$ cat src/sv/mcog_pkg.sv
// Package: shared constants, codes and the job record for the circle outline generator.
`timescale 1ns / 1ps

package mcog_pkg;

    localparam int COORD_BITS     = 10;
    localparam int RADIUS_BITS    = 9;
    localparam int COLOR_BITS     = 16;
    localparam int SIZE_BITS      = 11;
    localparam int DEC_BITS       = COORD_BITS + 3;
    localparam int SUM_BITS       = COORD_BITS + 2;
    localparam int CMP_BITS       = (SUM_BITS > SIZE_BITS) ? SUM_BITS : SIZE_BITS;
    localparam int QUEUE_DEPTH    = 2;
    localparam int CFG_INDEX_BITS = 1;
    localparam int SEL_BITS       = 3;

    localparam logic [SIZE_BITS-1:0] WIDTH_RESET  = SIZE_BITS'(320);
    localparam logic [SIZE_BITS-1:0] HEIGHT_RESET = SIZE_BITS'(240);

    // last pixel index within an axis job and within an octant job
    localparam logic [SEL_BITS-1:0] AXES_LAST     = SEL_BITS'(3);
    localparam logic [SEL_BITS-1:0] OCTANTS_LAST  = SEL_BITS'(7);

    typedef enum logic [CFG_INDEX_BITS-1:0] {
        CFG_SCR_COLS = 1'b0,
        CFG_SCR_ROWS = 1'b1
    } cfg_reg_t;

    typedef enum logic {
        CMD_START = 1'b0,
        CMD_STEP  = 1'b1
    } cmd_t;

    typedef enum logic [1:0] {
        JOB_EMPTY,
        JOB_AXES,
        JOB_OCTANTS
    } job_kind_t;

    typedef struct packed {
        job_kind_t              kind;
        logic [COORD_BITS-1:0]  cx;
        logic [COORD_BITS-1:0]  cy;
        logic [COORD_BITS-1:0]  x;
        logic [COORD_BITS-1:0]  y;
        logic [COLOR_BITS-1:0]  color;
        logic                   done;
    } job_t;

endpackage

$ cat src/sv/mcog_front.sv
// Front end: takes commands, runs the midpoint decision update and issues pixel jobs.
`timescale 1ns / 1ps

module mcog_front
    import mcog_pkg::*;
(
    input  logic                    clk,
    input  logic                    rst_n,
    input  logic                    in_valid,
    output logic                    in_ready,
    input  logic                    cmd,
    input  logic [COORD_BITS-1:0]   center_x,
    input  logic [COORD_BITS-1:0]   center_y,
    input  logic [RADIUS_BITS-1:0]  radius,
    input  logic [COLOR_BITS-1:0]   pen_color,
    output logic                    job_valid,
    output job_t                    job,
    input  logic                    job_ready
);

    logic [COORD_BITS-1:0] ctr_x_reg, ctr_x_next;
    logic [COORD_BITS-1:0] ctr_y_reg, ctr_y_next;
    logic [COLOR_BITS-1:0] color_reg, color_next;
    logic [COORD_BITS-1:0] step_x_reg, step_x_next;
    logic [COORD_BITS-1:0] step_y_reg, step_y_next;
    logic [DEC_BITS-1:0]   dec_reg, dec_next;
    logic [DEC_BITS-1:0]   dx_reg, dx_next;
    logic [DEC_BITS-1:0]   dy_reg, dy_next;
    logic                  running_reg, running_next;

    logic                  accept;
    logic [COORD_BITS-1:0] radius_ext;
    logic [COORD_BITS-1:0] x_adv;
    logic [COORD_BITS-1:0] y_adv;
    logic [DEC_BITS-1:0]   dy_adv;
    logic [DEC_BITS-1:0]   dec_mid;
    logic [DEC_BITS-1:0]   dx_adv;

    assign in_ready   = job_ready;
    assign job_valid  = in_valid;
    assign accept     = in_valid && job_ready;
    assign radius_ext = COORD_BITS'(radius);

    // one midpoint iteration; decision sign is the top bit
    always_comb
    begin
        if (!dec_reg[DEC_BITS-1])
        begin
            y_adv  = step_y_reg - COORD_BITS'(1);
            dy_adv = dy_reg + DEC_BITS'(2);
            dec_mid = dec_reg + dy_adv;
        end
        else
        begin
            y_adv  = step_y_reg;
            dy_adv = dy_reg;
            dec_mid = dec_reg;
        end
        x_adv  = step_x_reg + COORD_BITS'(1);
        dx_adv = dx_reg + DEC_BITS'(2);
    end

    always_comb
    begin
        ctr_x_next   = ctr_x_reg;
        ctr_y_next   = ctr_y_reg;
        color_next   = color_reg;
        step_x_next  = step_x_reg;
        step_y_next  = step_y_reg;
        dec_next     = dec_reg;
        dx_next      = dx_reg;
        dy_next      = dy_reg;
        running_next = running_reg;

        job.kind  = JOB_EMPTY;
        job.cx    = '0;
        job.cy    = '0;
        job.x     = '0;
        job.y     = '0;
        job.color = '0;
        job.done  = 1'b1;

        if (cmd == CMD_START)
        begin
            ctr_x_next = center_x;
            ctr_y_next = center_y;
            color_next = pen_color;
            if (radius != '0)
            begin
                dec_next     = DEC_BITS'(1) - DEC_BITS'(radius);
                dx_next      = DEC_BITS'(1);
                dy_next      = '0 - DEC_BITS'({radius, 1'b0});
                step_x_next  = '0;
                step_y_next  = radius_ext;
                running_next = 1'b1;
                job.kind  = JOB_AXES;
                job.cx    = center_x;
                job.cy    = center_y;
                job.y     = radius_ext;
                job.color = pen_color;
                job.done  = 1'b0;
            end
            else
            begin
                running_next = 1'b0;
            end
        end
        else if (running_reg)
        begin
            step_x_next  = x_adv;
            step_y_next  = y_adv;
            dy_next      = dy_adv;
            dx_next      = dx_adv;
            dec_next     = dec_mid + dx_adv;
            running_next = x_adv < y_adv;
            job.kind  = JOB_OCTANTS;
            job.cx    = ctr_x_reg;
            job.cy    = ctr_y_reg;
            job.x     = x_adv;
            job.y     = y_adv;
            job.color = color_reg;
            job.done  = !(x_adv < y_adv);
        end
    end

    always_ff @(posedge clk or negedge rst_n)
    begin
        if (!rst_n)
        begin
            ctr_x_reg   <= '0;
            ctr_y_reg   <= '0;
            color_reg   <= '0;
            step_x_reg  <= '0;
            step_y_reg  <= '0;
            dec_reg     <= '0;
            dx_reg      <= '0;
            dy_reg      <= '0;
            running_reg <= 1'b0;
        end
        else if (accept)
        begin
            ctr_x_reg   <= ctr_x_next;
            ctr_y_reg   <= ctr_y_next;
            color_reg   <= color_next;
            step_x_reg  <= step_x_next;
            step_y_reg  <= step_y_next;
            dec_reg     <= dec_next;
            dx_reg      <= dx_next;
            dy_reg      <= dy_next;
            running_reg <= running_next;
        end
    end

endmodule

$ cat src/sv/mcog_queue.sv
// Job queue: small FIFO between the front end and the pixel back end.
`timescale 1ns / 1ps

module mcog_queue
    import mcog_pkg::*;
(
    input  logic  clk,
    input  logic  rst_n,
    input  logic  push_valid,
    output logic  push_ready,
    input  job_t  push_data,
    output logic  pop_valid,
    input  logic  pop_ready,
    output job_t  pop_data
);

    localparam int PTR_BITS = (QUEUE_DEPTH > 1) ? $clog2(QUEUE_DEPTH) : 1;
    localparam int CNT_BITS = $clog2(QUEUE_DEPTH + 1);

    job_t                entry_reg [QUEUE_DEPTH];
    logic [PTR_BITS-1:0] wr_ptr_reg, wr_ptr_next;
    logic [PTR_BITS-1:0] rd_ptr_reg, rd_ptr_next;
    logic [CNT_BITS-1:0] count_reg, count_next;
    logic                push_fire;
    logic                pop_fire;

    assign push_ready = count_reg != CNT_BITS'(QUEUE_DEPTH);
    assign pop_valid  = count_reg != '0;
    assign pop_data   = entry_reg[rd_ptr_reg];
    assign push_fire  = push_valid && push_ready;
    assign pop_fire   = pop_valid && pop_ready;

    always_comb
    begin
        wr_ptr_next = wr_ptr_reg;
        rd_ptr_next = rd_ptr_reg;
        count_next  = count_reg;
        if (push_fire)
        begin
            wr_ptr_next = (wr_ptr_reg == PTR_BITS'(QUEUE_DEPTH - 1)) ? '0
                                                                    : wr_ptr_reg + PTR_BITS'(1);
        end
        if (pop_fire)
        begin
            rd_ptr_next = (rd_ptr_reg == PTR_BITS'(QUEUE_DEPTH - 1)) ? '0
                                                                    : rd_ptr_reg + PTR_BITS'(1);
        end
        if (push_fire && !pop_fire)
        begin
            count_next = count_reg + CNT_BITS'(1);
        end
        else if (pop_fire && !push_fire)
        begin
            count_next = count_reg - CNT_BITS'(1);
        end
    end

    always_ff @(posedge clk)
    begin
        if (push_fire)
        begin
            entry_reg[wr_ptr_reg] <= push_data;
        end
    end

    always_ff @(posedge clk or negedge rst_n)
    begin
        if (!rst_n)
        begin
            wr_ptr_reg <= '0;
            rd_ptr_reg <= '0;
            count_reg  <= '0;
        end
        else
        begin
            wr_ptr_reg <= wr_ptr_next;
            rd_ptr_reg <= rd_ptr_next;
            count_reg  <= count_next;
        end
    end

    a_count_bound: assert property (@(posedge clk) disable iff (!rst_n)
        count_reg <= CNT_BITS'(QUEUE_DEPTH))
        else $error("queue count beyond depth");

    a_count_grows: assert property (@(posedge clk) disable iff (!rst_n)
        (push_fire && !pop_fire) |=> count_reg == $past(count_reg) + CNT_BITS'(1))
        else $error("queue count did not follow a lone push");

endmodule

$ cat src/sv/mcog_back.sv
// Back end: expands each job into mirrored pixels, clips them and holds the output register.
`timescale 1ns / 1ps

module mcog_back
    import mcog_pkg::*;
(
    input  logic                   clk,
    input  logic                   rst_n,
    input  logic                   job_valid,
    output logic                   job_ready,
    input  job_t                   job,
    input  logic [SIZE_BITS-1:0]   scr_cols,
    input  logic [SIZE_BITS-1:0]   scr_rows,
    output logic                   out_valid,
    input  logic                   out_ready,
    output logic [COORD_BITS-1:0]  pixel_x,
    output logic [COORD_BITS-1:0]  pixel_y,
    output logic [COLOR_BITS-1:0]  pixel_color,
    output logic                   visible,
    output logic                   last,
    output logic                   done_res
);

    logic [SEL_BITS-1:0]   step_reg, step_next;
    logic                  out_valid_reg, out_valid_next;
    logic [COORD_BITS-1:0] pixel_x_reg;
    logic [COORD_BITS-1:0] pixel_y_reg;
    logic [COLOR_BITS-1:0] pixel_color_reg;
    logic                  visible_reg;
    logic                  last_reg;
    logic                  done_res_reg;

    logic                  fire;
    logic                  last_pix;
    logic [SEL_BITS-1:0]   sel;
    logic [SUM_BITS-1:0]   cx_w, cy_w, x_w, y_w;
    logic [SUM_BITS-1:0]   px, py;
    logic                  vis;

    // axis job uses octant slots 0, 2, 4 and 5: (0,+r) (0,-r) (+r,0) (-r,0)
    function automatic logic [SEL_BITS-1:0] axes_slot(input logic [SEL_BITS-1:0] idx);
        axes_slot = {idx[1], !idx[1] && idx[0], idx[1] && idx[0]};
    endfunction

    assign fire      = job_valid && (!out_valid_reg || out_ready);
    assign job_ready = fire && last_pix;

    always_comb
    begin
        case (job.kind)
            JOB_AXES:    last_pix = step_reg == AXES_LAST;
            JOB_OCTANTS: last_pix = step_reg == OCTANTS_LAST;
            default:     last_pix = 1'b1;
        endcase
    end

    assign sel  = (job.kind == JOB_AXES) ? axes_slot(step_reg) : step_reg;
    assign cx_w = SUM_BITS'(job.cx);
    assign cy_w = SUM_BITS'(job.cy);
    assign x_w  = SUM_BITS'(job.x);
    assign y_w  = SUM_BITS'(job.y);

    // slot bit 2 swaps x and y, bit 0 negates the column term, bit 1 the row term
    always_comb
    begin
        if (sel[2])
        begin
            px = sel[0] ? cx_w - y_w : cx_w + y_w;
            py = sel[1] ? cy_w - x_w : cy_w + x_w;
        end
        else
        begin
            px = sel[0] ? cx_w - x_w : cx_w + x_w;
            py = sel[1] ? cy_w - y_w : cy_w + y_w;
        end
    end

    assign vis = (job.kind != JOB_EMPTY)
              && !px[SUM_BITS-1] && !px[SUM_BITS-2]
              && !py[SUM_BITS-1] && !py[SUM_BITS-2]
              && (CMP_BITS'(px) < CMP_BITS'(scr_cols))
              && (CMP_BITS'(py) < CMP_BITS'(scr_rows));

    always_comb
    begin
        step_next      = step_reg;
        out_valid_next = out_valid_reg;
        if (fire)
        begin
            step_next      = last_pix ? '0 : step_reg + SEL_BITS'(1);
            out_valid_next = 1'b1;
        end
        else if (out_ready)
        begin
            out_valid_next = 1'b0;
        end
    end

    always_ff @(posedge clk or negedge rst_n)
    begin
        if (!rst_n)
        begin
            step_reg      <= '0;
            out_valid_reg <= 1'b0;
        end
        else
        begin
            step_reg      <= step_next;
            out_valid_reg <= out_valid_next;
        end
    end

    always_ff @(posedge clk)
    begin
        if (fire)
        begin
            pixel_x_reg     <= vis ? px[COORD_BITS-1:0] : '0;
            pixel_y_reg     <= vis ? py[COORD_BITS-1:0] : '0;
            pixel_color_reg <= job.color;
            visible_reg     <= vis;
            last_reg        <= last_pix;
            done_res_reg    <= job.done;
        end
    end

    assign out_valid   = out_valid_reg;
    assign pixel_x     = pixel_x_reg;
    assign pixel_y     = pixel_y_reg;
    assign pixel_color = pixel_color_reg;
    assign visible     = visible_reg;
    assign last        = last_reg;
    assign done_res    = done_res_reg;

    a_job_held: assert property (@(posedge clk) disable iff (!rst_n)
        step_reg != '0 |-> job_valid)
        else $error("job left the queue before its last pixel");

    a_clipped_zero: assert property (@(posedge clk) disable iff (!rst_n)
        (out_valid_reg && !visible_reg) |-> (pixel_x_reg == '0 && pixel_y_reg == '0))
        else $error("clipped pixel carries coordinates");

endmodule

$ cat src/sv/midpoint_circle_outline_generator.sv
// Top level: circle outline rasterizer with screen size registers.
`timescale 1ns / 1ps

// Midpoint circle outline generator. A start command (cmd = 0) latches the
// centre, radius and pen color and yields the four axis pixels; each step
// command (cmd = 1) runs one midpoint iteration and yields the eight mirrored
// pixels, with done_res set on all eight once the octant is finished. A zero
// radius start, or a step with no circle in progress, yields one empty result
// with last and done_res set. Pixels off screen come out with visible = 0 and
// zero coordinates. Pixels leave one per cycle from the output register while
// out_ready is high; that output stage is what sets the rate. The front end
// finishes its state update in the cycle a command is accepted and parks the
// pixel job in a two-entry queue, so it keeps accepting commands while earlier
// jobs drain. Screen width and height (register indexes 0 and 1) reset to 320
// and 240; the user must write them only while the block is idle, which the
// block itself does not enforce; the config port is always ready.
module midpoint_circle_outline_generator
    import mcog_pkg::*;
(
    input  logic                       clk,
    input  logic                       rst_n,
    input  logic                       in_valid,
    output logic                       in_ready,
    input  logic                       cmd,
    input  logic [COORD_BITS-1:0]      center_x,
    input  logic [COORD_BITS-1:0]      center_y,
    input  logic [RADIUS_BITS-1:0]     radius,
    input  logic [COLOR_BITS-1:0]      pen_color,
    output logic                       out_valid,
    input  logic                       out_ready,
    output logic [COORD_BITS-1:0]      pixel_x,
    output logic [COORD_BITS-1:0]      pixel_y,
    output logic [COLOR_BITS-1:0]      pixel_color,
    output logic                       visible,
    output logic                       last,
    output logic                       done_res,
    input  logic                       cfg_valid,
    output logic                       cfg_ready,
    input  logic [CFG_INDEX_BITS-1:0]  cfg_index,
    input  logic [SIZE_BITS-1:0]       cfg_data
);

    logic [SIZE_BITS-1:0] width_reg;
    logic [SIZE_BITS-1:0] height_reg;

    // front -> queue
    logic job_in_valid;
    logic job_in_ready;
    job_t job_in;

    // queue -> back
    logic job_out_valid;
    logic job_out_ready;
    job_t job_out;

    assign cfg_ready = 1'b1;

    // screen size registers; a transfer on the config port lands here
    always_ff @(posedge clk or negedge rst_n)
    begin
        if (!rst_n)
        begin
            width_reg  <= WIDTH_RESET;
            height_reg <= HEIGHT_RESET;
        end
        else if (cfg_valid && cfg_ready)
        begin
            case (cfg_reg_t'(cfg_index))
                CFG_SCR_COLS: width_reg  <= cfg_data;
                CFG_SCR_ROWS: height_reg <= cfg_data;
                default:      ;
            endcase
        end
    end

    // decision variables and command classification
    mcog_front u_front (
        .clk       (clk),
        .rst_n     (rst_n),
        .in_valid  (in_valid),
        .in_ready  (in_ready),
        .cmd       (cmd),
        .center_x  (center_x),
        .center_y  (center_y),
        .radius    (radius),
        .pen_color (pen_color),
        .job_valid (job_in_valid),
        .job       (job_in),
        .job_ready (job_in_ready)
    );

    // decouples command acceptance from pixel drain
    mcog_queue u_queue (
        .clk        (clk),
        .rst_n      (rst_n),
        .push_valid (job_in_valid),
        .push_ready (job_in_ready),
        .push_data  (job_in),
        .pop_valid  (job_out_valid),
        .pop_ready  (job_out_ready),
        .pop_data   (job_out)
    );

    // mirrored pixel generation, clipping and output register
    mcog_back u_back (
        .clk         (clk),
        .rst_n       (rst_n),
        .job_valid   (job_out_valid),
        .job_ready   (job_out_ready),
        .job         (job_out),
        .scr_cols    (width_reg),
        .scr_rows    (height_reg),
        .out_valid   (out_valid),
        .out_ready   (out_ready),
        .pixel_x     (pixel_x),
        .pixel_y     (pixel_y),
        .pixel_color (pixel_color),
        .visible     (visible),
        .last        (last),
        .done_res    (done_res)
    );

endmodule
$ cat config.mk
export PLATFORM = sky130hd
export DESIGN_NAME = midpoint_circle_outline_generator
export DESIGN_NICKNAME = d
export VERILOG_FILES = /design/src/sv/mcog_pkg.sv /design/src/sv/mcog_front.sv /design/src/sv/mcog_queue.sv /design/src/sv/mcog_back.sv /design/src/sv/midpoint_circle_outline_generator.sv
export SDC_FILE = /design/constraint.sdc
export NUM_CORES = 1
export LEC_CHECK = 0
export ABC_CLOCK_PERIOD_IN_PS = 5000
export BUFFER_PORTS_ARGS = -buffer_cell sky130_fd_sc_hd__buf_2
export CORE_MARGIN = 10
export CORE_UTILIZATION = 45
export DETAILED_ROUTE_END_ITERATION = 16
export GPL_TIMING_DRIVEN = 0
export PLACE_DENSITY = 0.68
export SLEW_MARGIN = 0
export SYNTH_ARGS = -nofsm -noshare
export SYNTH_HDL_FRONTEND = slang
export SYNTH_HIERARCHICAL = 1
export SYNTH_SLANG_ARGS = --single-unit
$ cat constraint.sdc
create_clock -name clk -period 5 [get_ports clk]
set_clock_uncertainty 0.05 [all_clocks]
set_input_delay 1 -clock clk [delete_from_list [all_inputs] [get_ports clk]]
set_output_delay 1 -clock clk [all_outputs]
set_load 0.05 [all_outputs]
==> results of run 1 <==
-- worst paths after layout --
path                                    start  slack (ps)                    end  depth (start not counted)
setup / recovery           u_queue/rd_ptr_reg         -70      u_back/pixel_y[8]                         23
max in group asynchronous               rst_n        3780          height_reg[5]                          2
hold reg to reg             u_front/dx_reg[0]         430      u_front/dx_reg[0]                          1
hold / removal                          rst_n         300  u_front/color_reg[11]                          1
setup reg to reg           u_queue/rd_ptr_reg         -70      u_back/pixel_y[8]                         23
min in group clk            u_front/dx_reg[0]         430      u_front/dx_reg[0]                          1
-- layer usage --
| layer | up-vias | global-route usage (%) | wire (µm) |
|---|---|---|---|
| met5 | - | 0 | 0 |
| met1 | 6464 | 23.1 | 19500 |
| met4 | 0 | 7.24 | 1620 |
| li1 | 6353 | - | - |
| met3 | 97 | 3.33 | 2540 |
| met2 | 403 | 32.7 | 23400 |
-- cell families after synthesis --
kind of cell             count (synthesis)  synth area share (%)
buffers and inverters                  169                  4.40
flip-flops                             282                  43.6
XOR/XNOR                               105                  5.11
AND/OR/NAND/NOR                        408                  10.9
multiplexers                           136                  9.90
adder cells (fa/ha/maj)                157                  11.3
AO/OA/AOI/OAI                          397                  14.7
other                                    2                0.0418
-- synthesized netlist by cell type, drive strengths merged, types with 7 or more instances --
cell	n
a31oi	7
or3	14
fa	10
o31ai	16
nor2b	30
o21a	11
mux2	122
buf	30
a22o	42
a211oi	22
nand2b	10
o22ai	15
and3	18
o21ai	100
clkbuf	39
nor2	121
ha	147
nor3	29
o211ai	10
a21oi	94
a21o	20
edfxtp	157
and2	7
dfrtp	119
nand3	38
nand2	112
xnor2	55
o21bai	7
or2	8
mux2i	14
xor2	50
inv	99
-- worst max-delay path, stage by stage, from the launching register on --
cell       delay [ps]
dfrtp_1           420
buf_8             170
buf_12            130
mux2_4            340
buf_4             150
ha_1              220
fa_1              410
nor2b_2           150
o2111ai_1         150
and3_1            220
o21ai_0           140
o21ai_1           100
xnor2_1           260
nor2_1            130
a21oi_1           210
ha_1              260
o21a_1            170
o21ai_0           150
a31o_1            150
o2111ai_2         130
or3_4             380
buf_12            150
buf_8             130
a211oi_2          130
-- per-stage QoR --
stage	cell area [µm²]	hold slack [ps]	utilization, %
after global placement	19100	411	48.3
final	21200	296	53.4
after detailed placement	19300	413	48.6
after CTS	20800	271	52.5
after floorplan	18000	389	-
after global routing	21200	300	53.4
-- area by class of cell --
class / count / area [µm²] / area share, %
clock inverters: 18 / 209 / 0.986
well taps: 525 / 657 / 3.10
repair buffers: 138 / 887 / 4.19
inverters: 100 / 380 / 1.80
plain buffers: 67 / 469 / 2.22
multi-input cells: 1205 / 9790 / 46.2
flip-flops and latches: 282 / 7850 / 37.1
clock buffers: 43 / 936 / 4.42
-- placed cells by master (no fill, tap or decap), types with 54 or more instances in the layout --
cell type | Yosys | routed
nand2_1 | 112 | 112
edfxtp_1 | 157 | 157
mux2_4 | 70 | 71
dfrtp_1 | 119 | 119
buf_2 | 8 | 104
inv_1 | 98 | 88
ha_1 | 147 | 136
xnor2_1 | 55 | 54
nor2_1 | 121 | 110
o21ai_0 | 96 | 85
a21oi_1 | 94 | 86
-- timing repair --
item                                   CTS  global route
setup buffers                           19            16
pin swaps                                6            21
endpoints found under the hold margin    0             0
setup endpoints to repair               21            21
gates resized for setup                 66            80
==> results.sh, run 1 <==
export IMPL_final_cells=2378
export IMPL_cts_buffers=34
export IMPL_synthFlopType="edfxtp_1"
export IMPL_start_util_pct=45.4
export IMPL_yosysUniqueCellTypes=85
export IMPL_area_growth_synth_to_final_pct=17.8
export IMPL_end_kind="register"
export IMPL_wirelength_mm=47.0
export IMPL_place_ws_ps=-989
export IMPL_ys_top_cells_by_area="edfxtp_1, dfrtp_1, ha_1"
export IMPL_ant_nets=0
export IMPL_cp_required_ps=5330
export IMPL_die_h_um=220
export IMPL_relSlewSlack_pct=41.0
export IMPL_fin_nets=2048
export IMPL_grt_pass1_vias=13400
export IMPL_grt_pass1_wl_mm=72.2
export IMPL_tightest_slew_ps=885
export IMPL_synth_seq_cells=282
export IMPL_max_freq_mhz=197
export IMPL_track_usage_pct=19.0
export IMPL_rows=73
export IMPL_cts_tree="yes"
export IMPL_rsz0062_at_grt="true"
export IMPL_synth_edff_count=157
export IMPL_worstPathMaxFanout=6
export IMPL_io_pins=105
export IMPL_cp_arrival_ps=5410
export IMPL_violations="negative setup slack"
export IMPL_grt_max_degree=94
export IMPL_cap_violations=0
export IMPL_initialDrtViolationCount=886
export IMPL_drive_above_1_share_pct=24.6
export IMPL_outcome="finished with violations"
export IMPL_final_hold_viol_count=0
export IMPL_placed_cells=2284
export IMPL_fin_crit_sh_pct=101
export IMPL_wl_per_cell_um=19.8
export IMPL_synth_top_area_share_pct=26.2
export IMPL_crit_path_start_kind="register"
export IMPL_yosysTopAreaCell="edfxtp_1"
export IMPL_largest_reg_flops=118
export IMPL_synthArstFlopShare_pct=44.3
export IMPL_insertion_delay_ps=540
export IMPL_clkSlewWorstSetupHoldPaths_ps=60
export IMPL_dpl_hpwl_mm=35.0
export IMPL_die_x_um=220
export IMPL_cts_sinks=282
export IMPL_place_congestion=0.933
export IMPL_io_buffers=99
export IMPL_worst_slack_ps=-72.7
export IMPL_synth_avg_cell_area_um2=10.9
export IMPL_syn_cell_area_um2=18000
export IMPL_grt_overflow_total=0
export IMPL_final_max_slew_viol_count=0
export IMPL_vias=13300
export IMPL_hold_class="primary input to asynchronous set/reset pin"
export IMPL_first_pass_iters=6
export IMPL_route_detailed_drc=0
export IMPL_cts_hold_buf=0
export IMPL_synth_fp_nets=1876
export IMPL_critPathKind="register to register"
export IMPL_fin_crit_ps=5070
export IMPL_ys_seq_area_share_pct=43.6
export IMPL_die_area_um2=48400
export IMPL_fin_tns_setup_ps=-251
export IMPL_yosys_warnings=6
export IMPL_cts_buffer_depth=3
export IMPL_syn_instance_count=1656
export IMPL_diodes=0
export IMPL_htreeDepth=2
export IMPL_root_buffer="clkbuf_16"
export IMPL_post_drt_via_cell_ratio=5.60
export IMPL_fillerInstances=3467
export IMPL_setup_viol=8
export IMPL_core_area_um2=39600
export IMPL_grt_antenna_before_repair=0
Power of run 1 is left out: the tool's default activity adds up to more than one toggle a clock period on the data nets, which glitch-free logic cannot reach.
==> run 2: changes to the inputs <==
--- a/config.mk
+++ b/config.mk
@@ -7,8 +7,8 @@
 export LEC_CHECK = 0
 export ABC_CLOCK_PERIOD_IN_PS = 5000
 export BUFFER_PORTS_ARGS = -buffer_cell sky130_fd_sc_hd__buf_2
-export CORE_MARGIN = 10
 export CORE_UTILIZATION = 45
+export CTS_CLUSTER_DIAMETER = 40
 export DETAILED_ROUTE_END_ITERATION = 16
 export GPL_TIMING_DRIVEN = 0
 export PLACE_DENSITY = 0.68
==> results.sh, run 2 (synthesis results as in run 1) <==
export IMPL_outcome="finished clean"
export IMPL_first_pass_iters=5
export IMPL_relSlewSlack_pct=41.4
export IMPL_fin_tns_setup_ps=0
export IMPL_tightest_slew_ps=879
export IMPL_fin_crit_sh_pct=98.9
export IMPL_crit_path_start_kind="register"
export IMPL_rsz0062_at_grt="true"
export IMPL_core_area_um2=39000
export IMPL_final_max_slew_viol_count=0
export IMPL_cap_violations=0
export IMPL_wl_per_cell_um=19.8
export IMPL_rows=72
export IMPL_cp_required_ps=5340
export IMPL_track_usage_pct=23.1
export IMPL_dpl_hpwl_mm=35.1
export IMPL_diodes=0
export IMPL_post_drt_via_cell_ratio=5.61
export IMPL_initialDrtViolationCount=986
export IMPL_cts_buffers=46
export IMPL_largest_reg_flops=118
export IMPL_critPathKind="register to register"
export IMPL_area_growth_synth_to_final_pct=21.7
export IMPL_fin_nets=2080
export IMPL_drive_above_1_share_pct=27.8
export IMPL_final_hold_viol_count=0
export IMPL_htreeDepth=2
export IMPL_cts_sinks=282
export IMPL_cts_tree="yes"
export IMPL_insertion_delay_ps=600
export IMPL_cts_hold_buf=0
export IMPL_io_pins=105
export IMPL_ant_nets=0
export IMPL_start_util_pct=46.1
export IMPL_grt_antenna_before_repair=0
export IMPL_fin_crit_ps=4940
export IMPL_die_area_um2=40800
export IMPL_worstPathMaxFanout=10
export IMPL_setup_viol=0
export IMPL_root_buffer="clkbuf_16"
export IMPL_mostFrequentLayoutCell="edfxtp_1"
export IMPL_grt_overflow_total=0
export IMPL_vias=13500
export IMPL_final_cell_mix="edfxtp_1, ha_1, dfrtp_1"
export IMPL_cts_buffer_depth=3
export IMPL_clkSlewWorstSetupHoldPaths_ps=50
export IMPL_io_buffers=99
export IMPL_grt_max_degree=93
export IMPL_grt_pass1_wl_mm=73.5
export IMPL_route_detailed_drc=0
export IMPL_place_congestion=0.938
export IMPL_grt_pass1_vias=13500
export IMPL_die_x_um=202
export IMPL_wirelength_mm=47.8
export IMPL_end_kind="register"
export IMPL_max_freq_mhz=202
export IMPL_cp_arrival_ps=5280
export IMPL_hold_class="primary input to asynchronous set/reset pin"
export IMPL_die_h_um=202
## run 2: changes by cell type in the layout (fill, tap and decap cells not counted), sizes merged
cell,delta
buf,+22
inv,+10
clkbuf,+6
clkinvlp,+3
clkinv,+2
bufinv,+1
## run 2: path summary, 6_finish.rpt
check	from	to	slack (ps)	cells past startpoint
max reg2reg	u_queue/rd_ptr_reg	u_back/pixel_x[8]	60	22
min in group clk	u_front/dx_reg[0]	u_front/dx_reg[0]	440	1
min	rst_n	u_front/color_reg[10]	250	1
min reg2reg	u_front/dx_reg[0]	u_front/dx_reg[0]	440	1
max in group asynchronous	rst_n	height_reg[5]	3780	2
max	u_queue/rd_ptr_reg	u_back/pixel_x[8]	60	22
## run 2: worst max-delay path, stage by stage (launching register included)
cell and delay [ps]:
dfrtp_1 370, buf_6 150, buf_12 130, buf_4 160
mux2_4 330, inv_1 170, ha_2 380, and3_1 200
a21oi_1 180, nand2_1 70, o21ai_0 240, o31ai_1 130
xnor2_1 170, o21ai_1 240, ha_1 300, o21ai_1 80
nor2_1 70, o311ai_2 270, a31o_1 190, o2111ai_2 130
or3_4 380, buf_8 160, a211oi_4 190
## run 2: timing repair
item                                    CTS  global route
endpoints found under the setup margin   21            20
pin swaps                                23            45
buffers inserted                         33            23
resized for setup                        76            88
## run 2: metrics by stage
stage / hold WS, ps / instances / cell area [µm²] / utilization, % / setup WS, ps
after floorplan: 389 / 1656 / 18000 / - / 242
after global placement: 406 / 2273 / 19100 / 49.0 / -940
after detailed placement: 422 / 2277 / 19200 / 49.3 / -1070
after CTS: 236 / 2395 / 21400 / 54.9 / -118
after global routing: 252 / 2415 / 21900 / 56.1 / -91.7
final: 250 / 2415 / 21900 / 56.1 / 55.7
## run 2: area by class of cell
| class | instances | area (µm²) |
|---|---|---|
| multi-input combinational | 1205 | 9890 |
| clock inverter | 34 | 424 |
| sequential | 282 | 7850 |
| buffer | 66 | 480 |
| tap | 518 | 648 |
| inverter | 100 | 380 |
| clock buffer | 51 | 1180 |
| fill | 3300 | 17100 |
| timing repair buffer | 159 | 1030 |
## run 2: per-layer routing
layer	vias to the layer above	track usage, %	part of all wire (%)	routed length, µm
met4	0	10.4	4.3	2030
met5	-	0	0	0
met3	117	3.43	5.1	2430
met2	415	39.4	49	23300
li1	6447	-	-	-
met1	6566	29.1	42	20000
Power of run 2 is left out for the same reason.
